==> src/hdl/npch_pkg.sv <==
package npch_pkg;

   // stack geometry
   localparam int MAX_DEPTH = 16;
   localparam int LEVEL_W   = $clog2(MAX_DEPTH + 1);
   localparam int IDX_W     = $clog2(MAX_DEPTH);

   // reflected crc-32
   localparam logic [31:0] CRC_POLY = 32'hEDB8_8320;
   localparam logic [31:0] CRC_INIT = 32'hFFFF_FFFF;

   // queue between front and back
   localparam int OPQ_DEPTH = 4;
   localparam int OPQ_PTR_W = $clog2(OPQ_DEPTH);
   localparam int OPQ_CNT_W = $clog2(OPQ_DEPTH + 1);

   // result queue
   localparam int RSQ_DEPTH = 2;
   localparam int RSQ_PTR_W = $clog2(RSQ_DEPTH);
   localparam int RSQ_CNT_W = $clog2(RSQ_DEPTH + 1);

   typedef enum logic [2:0] {
      ACT_OPEN_ARRAY = 3'd0,
      ACT_OPEN_MAP   = 3'd1,
      ACT_KEY        = 3'd2,
      ACT_VALUE      = 3'd3,
      ACT_CLOSE      = 3'd4
   } action_type;

   typedef enum logic [1:0] {
      ERR_NONE      = 2'd0,
      ERR_OVERFLOW  = 2'd1,
      ERR_UNDERFLOW = 2'd2
   } error_type;

   typedef enum logic [2:0] {
      OP_OPEN_ARRAY = 3'd0,
      OP_OPEN_MAP   = 3'd1,
      OP_KEY        = 3'd2,
      OP_VALUE      = 3'd3,
      OP_CLOSE      = 3'd4,
      OP_ERROR      = 3'd5
   } op_kind_type;

   // classified item handed from front to back
   typedef struct packed {
      op_kind_type        kind;
      logic [LEVEL_W-1:0] level;
      logic [7:0]         data;
      logic               valid;
      logic               first;
      logic               last;
      error_type          err;
   } op_type;

   typedef struct packed {
      logic [31:0] hash;
      error_type   err;
   } rsp_type;

   typedef struct packed {
      logic full;
      logic empty;
   } opq_status_type;

   // one byte through the reflected crc
   function automatic logic [31:0] crc_byte(input logic [31:0] crc, input logic [7:0] b);
      logic [31:0] c;
      c = crc ^ {24'd0, b};
      for (int k = 0; k < 8; k++) begin
         c = c[0] ? ((c >> 1) ^ CRC_POLY) : (c >> 1);
      end
      return c;
   endfunction

endpackage

==> src/hdl/npch_front.sv <==
module npch_front (
   input  logic                   clock,
   input  logic                   reset,
   input  logic                   push,
   input  logic [2:0]             req_action,
   input  logic [7:0]             req_data_byte,
   input  logic                   req_byte_valid,
   input  logic                   req_first_byte,
   input  logic                   req_last_byte,
   input  npch_pkg::opq_status_type q_status,
   output logic                   full,
   output logic                   q_push,
   output npch_pkg::op_type       q_op
);

   logic [npch_pkg::LEVEL_W-1:0] level_ff;
   logic [npch_pkg::LEVEL_W-1:0] level_in;
   logic [npch_pkg::LEVEL_W-1:0] level_next;
   logic                         accept;
   logic                         enq;

   assign full   = q_status.full;
   assign accept = push && !full;
   assign q_push = accept && enq;

   // classify the item and track the open level count
   always_comb begin
      enq        = 1'b1;
      level_next = level_ff;
      q_op.kind  = npch_pkg::OP_KEY;
      q_op.level = level_ff;
      q_op.data  = req_data_byte;
      q_op.valid = req_byte_valid;
      q_op.first = req_first_byte;
      q_op.last  = req_last_byte;
      q_op.err   = npch_pkg::ERR_NONE;
      unique case (npch_pkg::action_type'(req_action)) inside
         npch_pkg::ACT_OPEN_ARRAY, npch_pkg::ACT_OPEN_MAP: begin
            if (level_ff == npch_pkg::LEVEL_W'(npch_pkg::MAX_DEPTH)) begin
               q_op.kind = npch_pkg::OP_ERROR;
               q_op.err  = npch_pkg::ERR_OVERFLOW;
            end else begin
               q_op.kind  = (npch_pkg::action_type'(req_action) == npch_pkg::ACT_OPEN_ARRAY) ?
                            npch_pkg::OP_OPEN_ARRAY : npch_pkg::OP_OPEN_MAP;
               level_next = level_ff + 1'b1;
            end
         end
         npch_pkg::ACT_KEY: begin
            q_op.kind = npch_pkg::OP_KEY;
         end
         npch_pkg::ACT_VALUE: begin
            q_op.kind = npch_pkg::OP_VALUE;
         end
         npch_pkg::ACT_CLOSE: begin
            if (level_ff == '0) begin
               q_op.kind = npch_pkg::OP_ERROR;
               q_op.err  = npch_pkg::ERR_UNDERFLOW;
            end else begin
               q_op.kind  = npch_pkg::OP_CLOSE;
               level_next = level_ff - 1'b1;
            end
         end
         default: begin
            enq = 1'b0;
         end
      endcase
      level_in = accept ? level_next : level_ff;
   end

   always_ff @(posedge clock) begin
      if (reset) begin
         level_ff <= '0;
      end else begin
         level_ff <= level_in;
      end
   end

endmodule

==> src/hdl/npch_op_queue.sv <==
module npch_op_queue (
   input  logic                     clock,
   input  logic                     reset,
   input  logic                     wr_en,
   input  npch_pkg::op_type         wr_op,
   input  logic                     rd_en,
   output npch_pkg::op_type         rd_op,
   output npch_pkg::opq_status_type status
);

   npch_pkg::op_type               entry_ff [npch_pkg::OPQ_DEPTH];
   logic [npch_pkg::OPQ_PTR_W-1:0] wr_ptr_ff;
   logic [npch_pkg::OPQ_PTR_W-1:0] wr_ptr_in;
   logic [npch_pkg::OPQ_PTR_W-1:0] rd_ptr_ff;
   logic [npch_pkg::OPQ_PTR_W-1:0] rd_ptr_in;
   logic [npch_pkg::OPQ_CNT_W-1:0] count_ff;
   logic [npch_pkg::OPQ_CNT_W-1:0] count_in;
   logic                           do_wr;
   logic                           do_rd;

   assign status.full  = (count_ff == npch_pkg::OPQ_CNT_W'(npch_pkg::OPQ_DEPTH));
   assign status.empty = (count_ff == '0);
   assign do_wr        = wr_en && !status.full;
   assign do_rd        = rd_en && !status.empty;
   assign rd_op        = entry_ff[rd_ptr_ff];

   // pointer and fill count
   always_comb begin
      wr_ptr_in = wr_ptr_ff;
      rd_ptr_in = rd_ptr_ff;
      count_in  = count_ff;
      if (do_wr) begin
         wr_ptr_in = (wr_ptr_ff == npch_pkg::OPQ_PTR_W'(npch_pkg::OPQ_DEPTH - 1)) ?
                     '0 : wr_ptr_ff + 1'b1;
      end
      if (do_rd) begin
         rd_ptr_in = (rd_ptr_ff == npch_pkg::OPQ_PTR_W'(npch_pkg::OPQ_DEPTH - 1)) ?
                     '0 : rd_ptr_ff + 1'b1;
      end
      if (do_wr && !do_rd) begin
         count_in = count_ff + 1'b1;
      end else if (do_rd && !do_wr) begin
         count_in = count_ff - 1'b1;
      end
   end

   always_ff @(posedge clock) begin
      if (reset) begin
         wr_ptr_ff <= '0;
         rd_ptr_ff <= '0;
         count_ff  <= '0;
      end else begin
         wr_ptr_ff <= wr_ptr_in;
         rd_ptr_ff <= rd_ptr_in;
         count_ff  <= count_in;
      end
   end

   // entry storage
   always_ff @(posedge clock) begin
      if (do_wr) begin
         entry_ff[wr_ptr_ff] <= wr_op;
      end
   end

endmodule

==> src/hdl/npch_back.sv <==
module npch_back (
   input  logic                     clock,
   input  logic                     reset,
   input  npch_pkg::op_type         op,
   input  npch_pkg::opq_status_type q_status,
   output logic                     q_pop,
   input  logic                     pop,
   output logic                     empty,
   output logic [31:0]              rsp_path_hash,
   output logic [1:0]               rsp_error_code
);

   // level crc stack, top entry mirrored in a register
   logic [31:0]                  stack_ff [npch_pkg::MAX_DEPTH];
   logic [31:0]                  top_ff;
   logic [31:0]                  top_in;
   logic [31:0]                  working_ff;
   logic [31:0]                  working_in;
   logic                         st_we;
   logic [npch_pkg::IDX_W-1:0]   st_addr;
   logic [31:0]                  st_data;
   logic [npch_pkg::IDX_W-1:0]   par_idx;
   logic [31:0]                  parent;
   logic [31:0]                  base;
   logic [31:0]                  hashed;
   logic [31:0]                  key_done;
   logic [31:0]                  arr_prefix;
   logic                         makes_rsp;
   logic                         go;

   // result queue
   npch_pkg::rsp_type              rsq_ff [npch_pkg::RSQ_DEPTH];
   logic [npch_pkg::RSQ_PTR_W-1:0] rsq_wr_ff;
   logic [npch_pkg::RSQ_PTR_W-1:0] rsq_wr_in;
   logic [npch_pkg::RSQ_PTR_W-1:0] rsq_rd_ff;
   logic [npch_pkg::RSQ_PTR_W-1:0] rsq_rd_in;
   logic [npch_pkg::RSQ_CNT_W-1:0] rsq_cnt_ff;
   logic [npch_pkg::RSQ_CNT_W-1:0] rsq_cnt_in;
   logic                           rsq_full;
   logic                           rsq_we;
   logic                           rsq_re;
   npch_pkg::rsp_type              rsq_data;

   assign rsq_full = (rsq_cnt_ff == npch_pkg::RSQ_CNT_W'(npch_pkg::RSQ_DEPTH));
   assign empty    = (rsq_cnt_ff == '0);
   assign rsq_re   = pop && !empty;

   // issue when the op leaves no result or the result queue has room
   assign makes_rsp = (op.kind == npch_pkg::OP_ERROR) ||
                      ((op.kind == npch_pkg::OP_VALUE) && op.last);
   assign go        = !q_status.empty && (!makes_rsp || !rsq_full);
   assign q_pop     = go;

   // parent level crc, also the new top after a close
   assign par_idx = npch_pkg::IDX_W'(op.level - npch_pkg::LEVEL_W'(2));
   assign parent  = (op.level < npch_pkg::LEVEL_W'(2)) ? npch_pkg::CRC_INIT : stack_ff[par_idx];

   // byte hashing datapath
   always_comb begin
      if (op.first) begin
         base = (op.kind == npch_pkg::OP_KEY) ? parent : top_ff;
      end else begin
         base = working_ff;
      end
      hashed     = op.valid ? npch_pkg::crc_byte(base, op.data) : base;
      key_done   = npch_pkg::crc_byte(hashed, 8'd0);
      arr_prefix = npch_pkg::crc_byte(top_ff, 8'd0);
   end

   // execute one op
   always_comb begin
      top_in        = top_ff;
      working_in    = working_ff;
      st_we         = 1'b0;
      st_addr       = op.level[npch_pkg::IDX_W-1:0];
      st_data       = top_ff;
      rsq_we        = 1'b0;
      rsq_data.hash = 32'd0;
      rsq_data.err  = op.err;
      if (go) begin
         unique case (op.kind)
            npch_pkg::OP_OPEN_ARRAY: begin
               st_we   = 1'b1;
               st_data = arr_prefix;
               top_in  = arr_prefix;
            end
            npch_pkg::OP_OPEN_MAP: begin
               st_we = 1'b1;
            end
            npch_pkg::OP_KEY: begin
               working_in = op.last ? key_done : hashed;
               if (op.last && (op.level != '0)) begin
                  st_we   = 1'b1;
                  st_addr = npch_pkg::IDX_W'(op.level - 1'b1);
                  st_data = key_done;
                  top_in  = key_done;
               end
            end
            npch_pkg::OP_VALUE: begin
               working_in = hashed;
               if (op.last) begin
                  rsq_we        = 1'b1;
                  rsq_data.hash = ~hashed;
                  rsq_data.err  = npch_pkg::ERR_NONE;
               end
            end
            npch_pkg::OP_CLOSE: begin
               top_in = parent;
            end
            npch_pkg::OP_ERROR: begin
               rsq_we = 1'b1;
            end
            default: begin
               rsq_we = 1'b0;
            end
         endcase
      end
   end

   always_ff @(posedge clock) begin
      if (reset) begin
         top_ff     <= npch_pkg::CRC_INIT;
         working_ff <= npch_pkg::CRC_INIT;
      end else begin
         top_ff     <= top_in;
         working_ff <= working_in;
      end
   end

   always_ff @(posedge clock) begin
      if (st_we) begin
         stack_ff[st_addr] <= st_data;
      end
   end

   // result queue pointers
   always_comb begin
      rsq_wr_in  = rsq_wr_ff;
      rsq_rd_in  = rsq_rd_ff;
      rsq_cnt_in = rsq_cnt_ff;
      if (rsq_we) begin
         rsq_wr_in = (rsq_wr_ff == npch_pkg::RSQ_PTR_W'(npch_pkg::RSQ_DEPTH - 1)) ?
                     '0 : rsq_wr_ff + 1'b1;
      end
      if (rsq_re) begin
         rsq_rd_in = (rsq_rd_ff == npch_pkg::RSQ_PTR_W'(npch_pkg::RSQ_DEPTH - 1)) ?
                     '0 : rsq_rd_ff + 1'b1;
      end
      if (rsq_we && !rsq_re) begin
         rsq_cnt_in = rsq_cnt_ff + 1'b1;
      end else if (rsq_re && !rsq_we) begin
         rsq_cnt_in = rsq_cnt_ff - 1'b1;
      end
   end

   always_ff @(posedge clock) begin
      if (reset) begin
         rsq_wr_ff  <= '0;
         rsq_rd_ff  <= '0;
         rsq_cnt_ff <= '0;
      end else begin
         rsq_wr_ff  <= rsq_wr_in;
         rsq_rd_ff  <= rsq_rd_in;
         rsq_cnt_ff <= rsq_cnt_in;
      end
   end

   always_ff @(posedge clock) begin
      if (rsq_we) begin
         rsq_ff[rsq_wr_ff] <= rsq_data;
      end
   end

   assign rsp_path_hash  = rsq_ff[rsq_rd_ff].hash;
   assign rsp_error_code = rsq_ff[rsq_rd_ff].err;

endmodule

==> src/hdl/nested_path_crc_hasher.sv <==
// a result reaches the rsp ports through the registered op queue and result queue
// throughput: one item per cycle unless full; the back end runs one op per cycle while ops
// wait and results have room, a byte-wise crc update plus one stack read and one stack write
// a 4-entry op queue decouples classification from hashing; results wait in a 2-entry queue
// reset (synchronous, active high) empties both queues, closes all levels, crc state all ones
module nested_path_crc_hasher (
   input  logic        clock,
   input  logic        reset,
   input  logic        push,
   output logic        full,
   input  logic [2:0]  req_action,
   input  logic [7:0]  req_data_byte,
   input  logic        req_byte_valid,
   input  logic        req_first_byte,
   input  logic        req_last_byte,
   output logic        empty,
   input  logic        pop,
   output logic [31:0] rsp_path_hash,
   output logic [1:0]  rsp_error_code
);

   npch_pkg::opq_status_type q_status;
   npch_pkg::op_type         q_wr_op;
   npch_pkg::op_type         q_rd_op;
   logic                     q_push;
   logic                     q_pop;

   // front: transfer in, level tracking, classification
   npch_front u_front (
      .clock          (clock),
      .reset          (reset),
      .push           (push),
      .req_action     (req_action),
      .req_data_byte  (req_data_byte),
      .req_byte_valid (req_byte_valid),
      .req_first_byte (req_first_byte),
      .req_last_byte  (req_last_byte),
      .q_status       (q_status),
      .full           (full),
      .q_push         (q_push),
      .q_op           (q_wr_op)
   );

   // op queue between front and back
   npch_op_queue u_op_queue (
      .clock  (clock),
      .reset  (reset),
      .wr_en  (q_push),
      .wr_op  (q_wr_op),
      .rd_en  (q_pop),
      .rd_op  (q_rd_op),
      .status (q_status)
   );

   // back: crc datapath, level stack, result queue
   npch_back u_back (
      .clock          (clock),
      .reset          (reset),
      .op             (q_rd_op),
      .q_status       (q_status),
      .q_pop          (q_pop),
      .pop            (pop),
      .empty          (empty),
      .rsp_path_hash  (rsp_path_hash),
      .rsp_error_code (rsp_error_code)
   );

   // back never issues from an empty op queue
   assert property (@(posedge clock) disable iff (reset) q_pop |-> !q_status.empty)
      else $error("op issued from empty queue");

   // front never writes into a full op queue
   assert property (@(posedge clock) disable iff (reset) q_push |-> !q_status.full)
      else $error("op written into full queue");

   // error results carry a zero hash
   assert property (@(posedge clock) disable iff (reset)
      (!empty && (rsp_error_code != npch_pkg::ERR_NONE)) |-> (rsp_path_hash == 32'd0))
      else $error("error result with nonzero hash");

   // no result waits right after reset
   assert property (@(posedge clock) reset |=> empty)
      else $error("result pending after reset");

endmodule

==> config.mk <==
export PLATFORM = sky130hd
export DESIGN_NAME = nested_path_crc_hasher
export DESIGN_NICKNAME = d
export VERILOG_FILES = /design/src/hdl/npch_pkg.sv /design/src/hdl/npch_front.sv /design/src/hdl/npch_op_queue.sv /design/src/hdl/npch_back.sv /design/src/hdl/nested_path_crc_hasher.sv
export SDC_FILE = /design/constraint.sdc
export NUM_CORES = 1
export LEC_CHECK = 0
export ABC_AREA = 1
export ABC_CLOCK_PERIOD_IN_PS = 8800
export BUFFER_PORTS_ARGS = -buffer_cell sky130_fd_sc_hd__buf_2
export CORE_MARGIN = 1
export CORE_UTILIZATION = 30
export CTS_BUF_LIST = sky130_fd_sc_hd__clkbuf_2
export DETAILED_ROUTE_END_ITERATION = 7
export PLACE_DENSITY = 0.52
export SETUP_SLACK_MARGIN = 0.4
export SLEW_MARGIN = 30
export SYNTH_ARGS = -nofsm -noshare
export SYNTH_HDL_FRONTEND = slang
export SYNTH_SLANG_ARGS = --single-unit
export TNS_END_PERCENT = 10
==> constraint.sdc <==
create_clock -name clock -period 8.8 [get_ports clock]
set_input_delay 0.44 -clock clock [delete_from_list [all_inputs] [get_ports clock]]
set_output_delay 0.44 -clock clock [all_outputs]
set_load 0.05 [all_outputs]
## Word level (Yosys, flattened, before mapping)

Memories as Yosys holds them, arrays and structs flattened. A register that Yosys moved wholly into a read port is not among the register bits.
Cells that the tools add are included.

| word-level totals | value |
|---|---|
| input bits | 18 |
| RAM bits | 664 |
| memories kept | 3 |
| word-level logic and storage cells | 182 |
| output and inout bits | 36 |
| flip-flop bits (word level) | 80 |

Memory list:

| name | words | bits a word | rd ports | clocked after memory_dff | wr ports | line | RTL |
|---|---|---|---|---|---|---|---|
| u_back.stack_ff | 16 | 32 | 1 | 0 | 1 | npch_back.sv:14 | `logic [31:0] stack_ff [npch_pkg::MAX_DEPTH];` |
| u_op_queue.entry_ff | 4 | 21 | 1 | 1 | 1 | npch_op_queue.sv:11 | `npch_pkg::op_type entry_ff [npch_pkg::OPQ_DEPTH];` |
| u_back.rsq_ff | 2 | 34 | 1 | 1 | 1 | npch_back.sv:32 | `npch_pkg::rsp_type rsq_ff [npch_pkg::RSQ_DEPTH];` |

| cells by class | value |
|---|---|
| order comparisons | 1 |
| add/sub/neg operators | 12 |
| reductions and logical operators | 40 |
| eq/ne operators | 16 |
| mux-type cells | 75 |
| bitwise logic cells | 26 |

Operators with widths:

| kind | count |
|---|---|
| 32-bit two-way mux | 31 |
| 13-bit inverter with 14-bit output | 24 |
| 32-bit one-hot mux with 2 select lines | 2 |
| 34-bit two-way mux | 3 |
| 32-bit one-hot mux with 3 select lines | 1 |
| 32-bit inverter | 1 |
| 32-bit by 8-bit bitwise XOR with 32-bit output | 1 |
| 1-bit two-way mux | 18 |
| 2-bit two-way mux | 7 |
| 3-bit by 2-bit == test with 1-bit output (second input constant) | 4 |
| 3-bit == test (second input constant) | 4 |
| 1-bit logical AND | 12 |
| 4-bit two-way mux | 3 |
| 5-bit two-way mux | 2 |
| 5-bit one-hot mux with 2 select lines | 1 |
| 1-bit zero test | 9 |
| 3-bit zero test | 3 |
| 3-bit two-way mux | 3 |
| 3-bit one-hot mux with 3 select lines | 1 |
| 2-bit nonzero test | 4 |
| 2-bit by 1-bit adder with 2-bit output (second input constant) | 3 |
| 2-bit == test (second input constant) | 3 |
| 3-bit by 1-bit == test with 1-bit output (second input constant) | 2 |
| 5-bit by 1-bit adder with 5-bit output (second input constant) | 1 |
| other kinds (21) | 27 |

## Longest topological paths before layout

An unclocked memory read counts as a cell.

| depth | value |
|---|---|
| word-level depth | 42 |
| mapped depth | 42 |
| mapped depth without buffers | 34 |

## By module

Synthesis repeated with hierarchy kept, for this count alone.

| unflattened totals | value |
|---|---|
| cell total of the unflattened synthesis | 3790 |
| area, all modules | 36585.1 sq um |

Modules (own cells, without submodules):

| module | area an instance (sq um) | sequential area each (sq um) | cells each | instances |
|---|---|---|---|---|
| npch_back | 32327.3 | 18798.0 | 3422 | 1 |
| npch_op_queue | 3664.8 | 2702.6 | 275 | 1 |
| npch_front | 593.1 | 100.1 | 93 | 1 |

## Worst setup path before layout

OpenSTA, ideal clock, no wires.

| timing | value |
|---|---|
| path kind | reg2reg |
| start point | reg with a tool-made name |
| end point | mem u_back.stack_ff[0][0], data pin |
| setup time | 0.299 ns |
| data required time | 8.501 ns |
| setup slack | 4.058 ns |
| period minus slack after synthesis | 4.742 ns |
| data arrival time | 4.443 ns |
| buffers on the path | 11 |
| cell stages (with the launch flop) | 30 |
| cells stage by stage | dfxtp_1 buf_6 inv_6 buf_6 nand2_1 nand3_1 nand2_2 buf_4 buf_6 buf_4 buf_2 ha_1 buf_2 buf_2 buf_2 clkbuf_1 clkbuf_1 o211ai_1 o21ai_1 nand2_1 nand2_1 nand2_1 o21ai_1 a21oi_2 xor2_1 o211ai_1 nand2_1 nand2_1 o21ai_1 a22oi_1 |

RTL lines:

| what | line |
|---|---|
| end, declared | npch_back.sv:14 |

==> results.sh <==
export IMPL_clock_skew_ns=0.1827
export IMPL_die_x_um=351.9
export IMPL_root_buffer="clkbuf_2"
export IMPL_r2r_slack_ns=2.00
export IMPL_wl_per_cell_um=20.26
export IMPL_yosys_top_cells_area="edfxtp_1, nand2_1, dfxtp_1, nand3_1, o21ai_0"
export IMPL_io_pins=54
export IMPL_yosys_cell_count_top_type="nand2_1"
export IMPL_layout_nets=4016
export IMPL_hold_path_class="input port to register"
export IMPL_netlist_instances=3818
export IMPL_yosysWarnings=0
export IMPL_setup_tns_ns=0
export IMPL_grt_overflow=0
export IMPL_max_stage_delay_ns=0.87
export IMPL_dr_pass1_iters=6
export IMPL_finalCritPeriodShare_pct=77.23
export IMPL_yosys_top_cells_count="nand2_1, edfxtp_1, nand3_1"
export IMPL_synthToLayoutAreaGrowth_pct=11.70
export IMPL_yosysUniqueCellTypes=59
export IMPL_timing_final_max_slew_violations=0
export IMPL_synth_top_area_cell="edfxtp_1"
export IMPL_worst_pin_slew_ns=1.089
export IMPL_multi_input_area_mm2=0.01305
export IMPL_cap_viol_max_count=0
export IMPL_gp_congestion=0.9671
export IMPL_synth_edff_count=664
export IMPL_status="finished clean"
export IMPL_seq_area_mm2=0.02160
export IMPL_async_reset_ff_share_pct=0
export IMPL_viasPerCell=4.878
export IMPL_grt_pass1_wl_um=171800
export IMPL_cts_sinks=747
export IMPL_synth_top_area_share_pct=54.29
export IMPL_stdcell_count=5768
export IMPL_min_path_cells=4
export IMPL_rsz0062_at_grt="no"
export IMPL_antenna_left=0
export IMPL_row_count=128
export IMPL_seq_area_frac_synth_pct=58.81
export IMPL_cts_tree="done"
export IMPL_startpoint_type="register"
export IMPL_min_to="u_front.level_ff[2]"
export IMPL_nFillCells=12519
export IMPL_post_place_cells=5366
export IMPL_vias=28138
export IMPL_cts_buffers=201
export IMPL_r2r_end="u_back.stack_ff[4][4]"
export IMPL_synth_nets=3852
export IMPL_die_area_mm2=0.1238
export IMPL_drt_iter0_drc=2578
export IMPL_worstPathRequired_ns=9.91
export IMPL_worst_slew_margin_rel_pct=27.41
export IMPL_worstPathArrival_ns=7.91
export IMPL_synthFlopType="edfxtp_1"
export IMPL_max_freq_mhz=147.1
export IMPL_cp_common_cell="nand2_1"
export IMPL_syn_area_per_cell_um2=9.620
export IMPL_initial_core_util_pct=30.21
export IMPL_path_clk_slew_ns=0.09
export IMPL_period_minus_slack_ns=6.796
export IMPL_grt_max_degree=150
export IMPL_worstSetupPathType="register to register"
export IMPL_hold_start="reset"
export IMPL_critPathCaptureType="register"
export IMPL_crit_path_max_fanout=41
export IMPL_drt_total_wl_um=116900
export IMPL_r2r_cells=29
export IMPL_syn_area_mm2=0.03673
export IMPL_clockBufferDepth=3
export IMPL_ctsResizeCount=0
export IMPL_ys_seq_elements=747
export IMPL_drive_above_1_share_pct=16.02
export IMPL_core_area_mm2=0.1216
export IMPL_die_y_um=351.9
export IMPL_port_buffers=53
export IMPL_insertion_delay_ns=1.66
export IMPL_hold_viol_final=0
export IMPL_whs_ns=0.1783
export IMPL_hpwl_um=72240
export IMPL_finalSetupViolations=0
export IMPL_htreeDepth=4
export IMPL_slowest_stage="dfxtp_1"
export IMPL_grt_total_usage_pct=18.62
export IMPL_first_global_vias=26684
export IMPL_antenna_found_initial=4
export IMPL_post_route_drc_count=0
kinds of logic (layout without fill, tap and decap cells):
logic type | Yosys count | count (layout) | share of synthesized area (%)
other cells | 0 | 5 | 0
flops | 747 | 747 | 58.81
compound gates | 609 | 609 | 9.447
mux | 34 | 34 | 1.042
fa+ha+maj | 16 | 16 | 0.5860
simple gates | 1796 | 1796 | 21.06
xor+xnor | 114 | 114 | 2.790
buf+inv | 502 | 822 | 6.258
how the worst max path moves through the flow:
stage	slack, ns	cells past startpoint	endpoint
2_1_floorplan	4.06	29	u_back.stack_ff[0][0]
3_3_place_gp	2.06	27	u_back.stack_ff[2][15]
3_5_place_dp	2.06	27	u_back.stack_ff[2][15]
4_1_cts	2.04	29	u_back.stack_ff[4][4]
5_1_grt	1.37	31	u_back.stack_ff[10][26]
6_report	2.00	29	u_back.stack_ff[4][4]
per-stage QoR:
stage	worst slack (ns)	util, %	instance area (um2)
after floorplan	4.058	-	36730
after global placement	2.058	31.81	38660
after detailed placement	2.058	31.90	38770
after CTS	2.039	33.72	40980
after global routing	1.372	33.74	41020
final	2.004	33.75	41020
final cells by class:
type                    count  share of cell area (%)
clock buffers             302                   3.684
repair buffers            169                   3.331
inverters                 294                   2.721
well taps                1625                   4.956
multi-input cells        2569                   31.82
flip-flops and latches    747                   52.65
clock inverters            57                  0.8021
diodes                      5                 0.03050
state kept, by name (all words and copies together) (netlist names), 2 cells and up, named ones only:
register	flops
u_front.level_ff	5
u_op_queue.entry_ff	84
u_back.rsq_ff	68
u_op_queue.rd_ptr_ff	2
u_back.stack_ff	512
u_back.rsq_cnt_ff	2
u_op_queue.wr_ptr_ff	2
u_op_queue.count_ff	3
u_back.working_ff	32
u_back.top_ff	32
critical path: cells and delay by family, from the launching register on:
family,cells,cell delay [ns]
AO/OA/AOI/OAI,1,0.19
XOR/XNOR,1,0.10
adder cells (fa/ha/maj),1,0.37
buffers and inverters,2,0.55
flip-flops,1,0.87
AND/OR/NAND/NOR,24,4.22
layer usage:
layer / track usage (%) / vias to the layer above / wire length [um]
met5: 0 / - / 27
met4: 6.894 / 4 / 3166
met3: 3.386 / 184 / 7262
met2: 30.03 / 935 / 54840
met1: 24.82 / 13547 / 51570
li1: - / 13468 / -
what timing repair did:
item / 4_1_cts / 5_1_grt
hold buffers: 37 / 0
endpoints found under the hold margin: 231 / 0
setup buffers: 0 / 0
layout by cell type (no fill, tap or decap), types with 6 or more instances in the layout:
| cell | instances |
|---|---|
| a21oi_1 | 185 |
| a21oi_2 | 6 |
| a32o_1 | 9 |
| a32oi_1 | 9 |
| buf_2 | 53 |
| buf_4 | 71 |
| clkbuf_2 | 302 |
| clkinv_1 | 33 |
| clkinv_2 | 10 |
| dfxtp_1 | 83 |
| dlygate4sd3_1 | 37 |
| edfxtp_1 | 664 |
| ha_1 | 13 |
| inv_1 | 272 |
| inv_2 | 19 |
| inv_6 | 8 |
| mux2_2 | 34 |
| nand2_1 | 1002 |
| nand2_2 | 51 |
| nand2_4 | 6 |
| nand3_1 | 331 |
| nand3_2 | 6 |
| nand3b_1 | 65 |
| nor2_1 | 260 |
| nor2_2 | 6 |
| nor2_4 | 19 |
| o211ai_1 | 45 |
| o21ai_0 | 226 |
| o21ai_1 | 69 |
| o221ai_1 | 9 |
| o22ai_1 | 27 |
| or2_1 | 6 |
| or2_2 | 33 |
| xnor2_1 | 43 |
| xor2_1 | 69 |
Power is not shown: default switching activity piles up to over one toggle a cycle in this logic, so the estimate is an artifact.
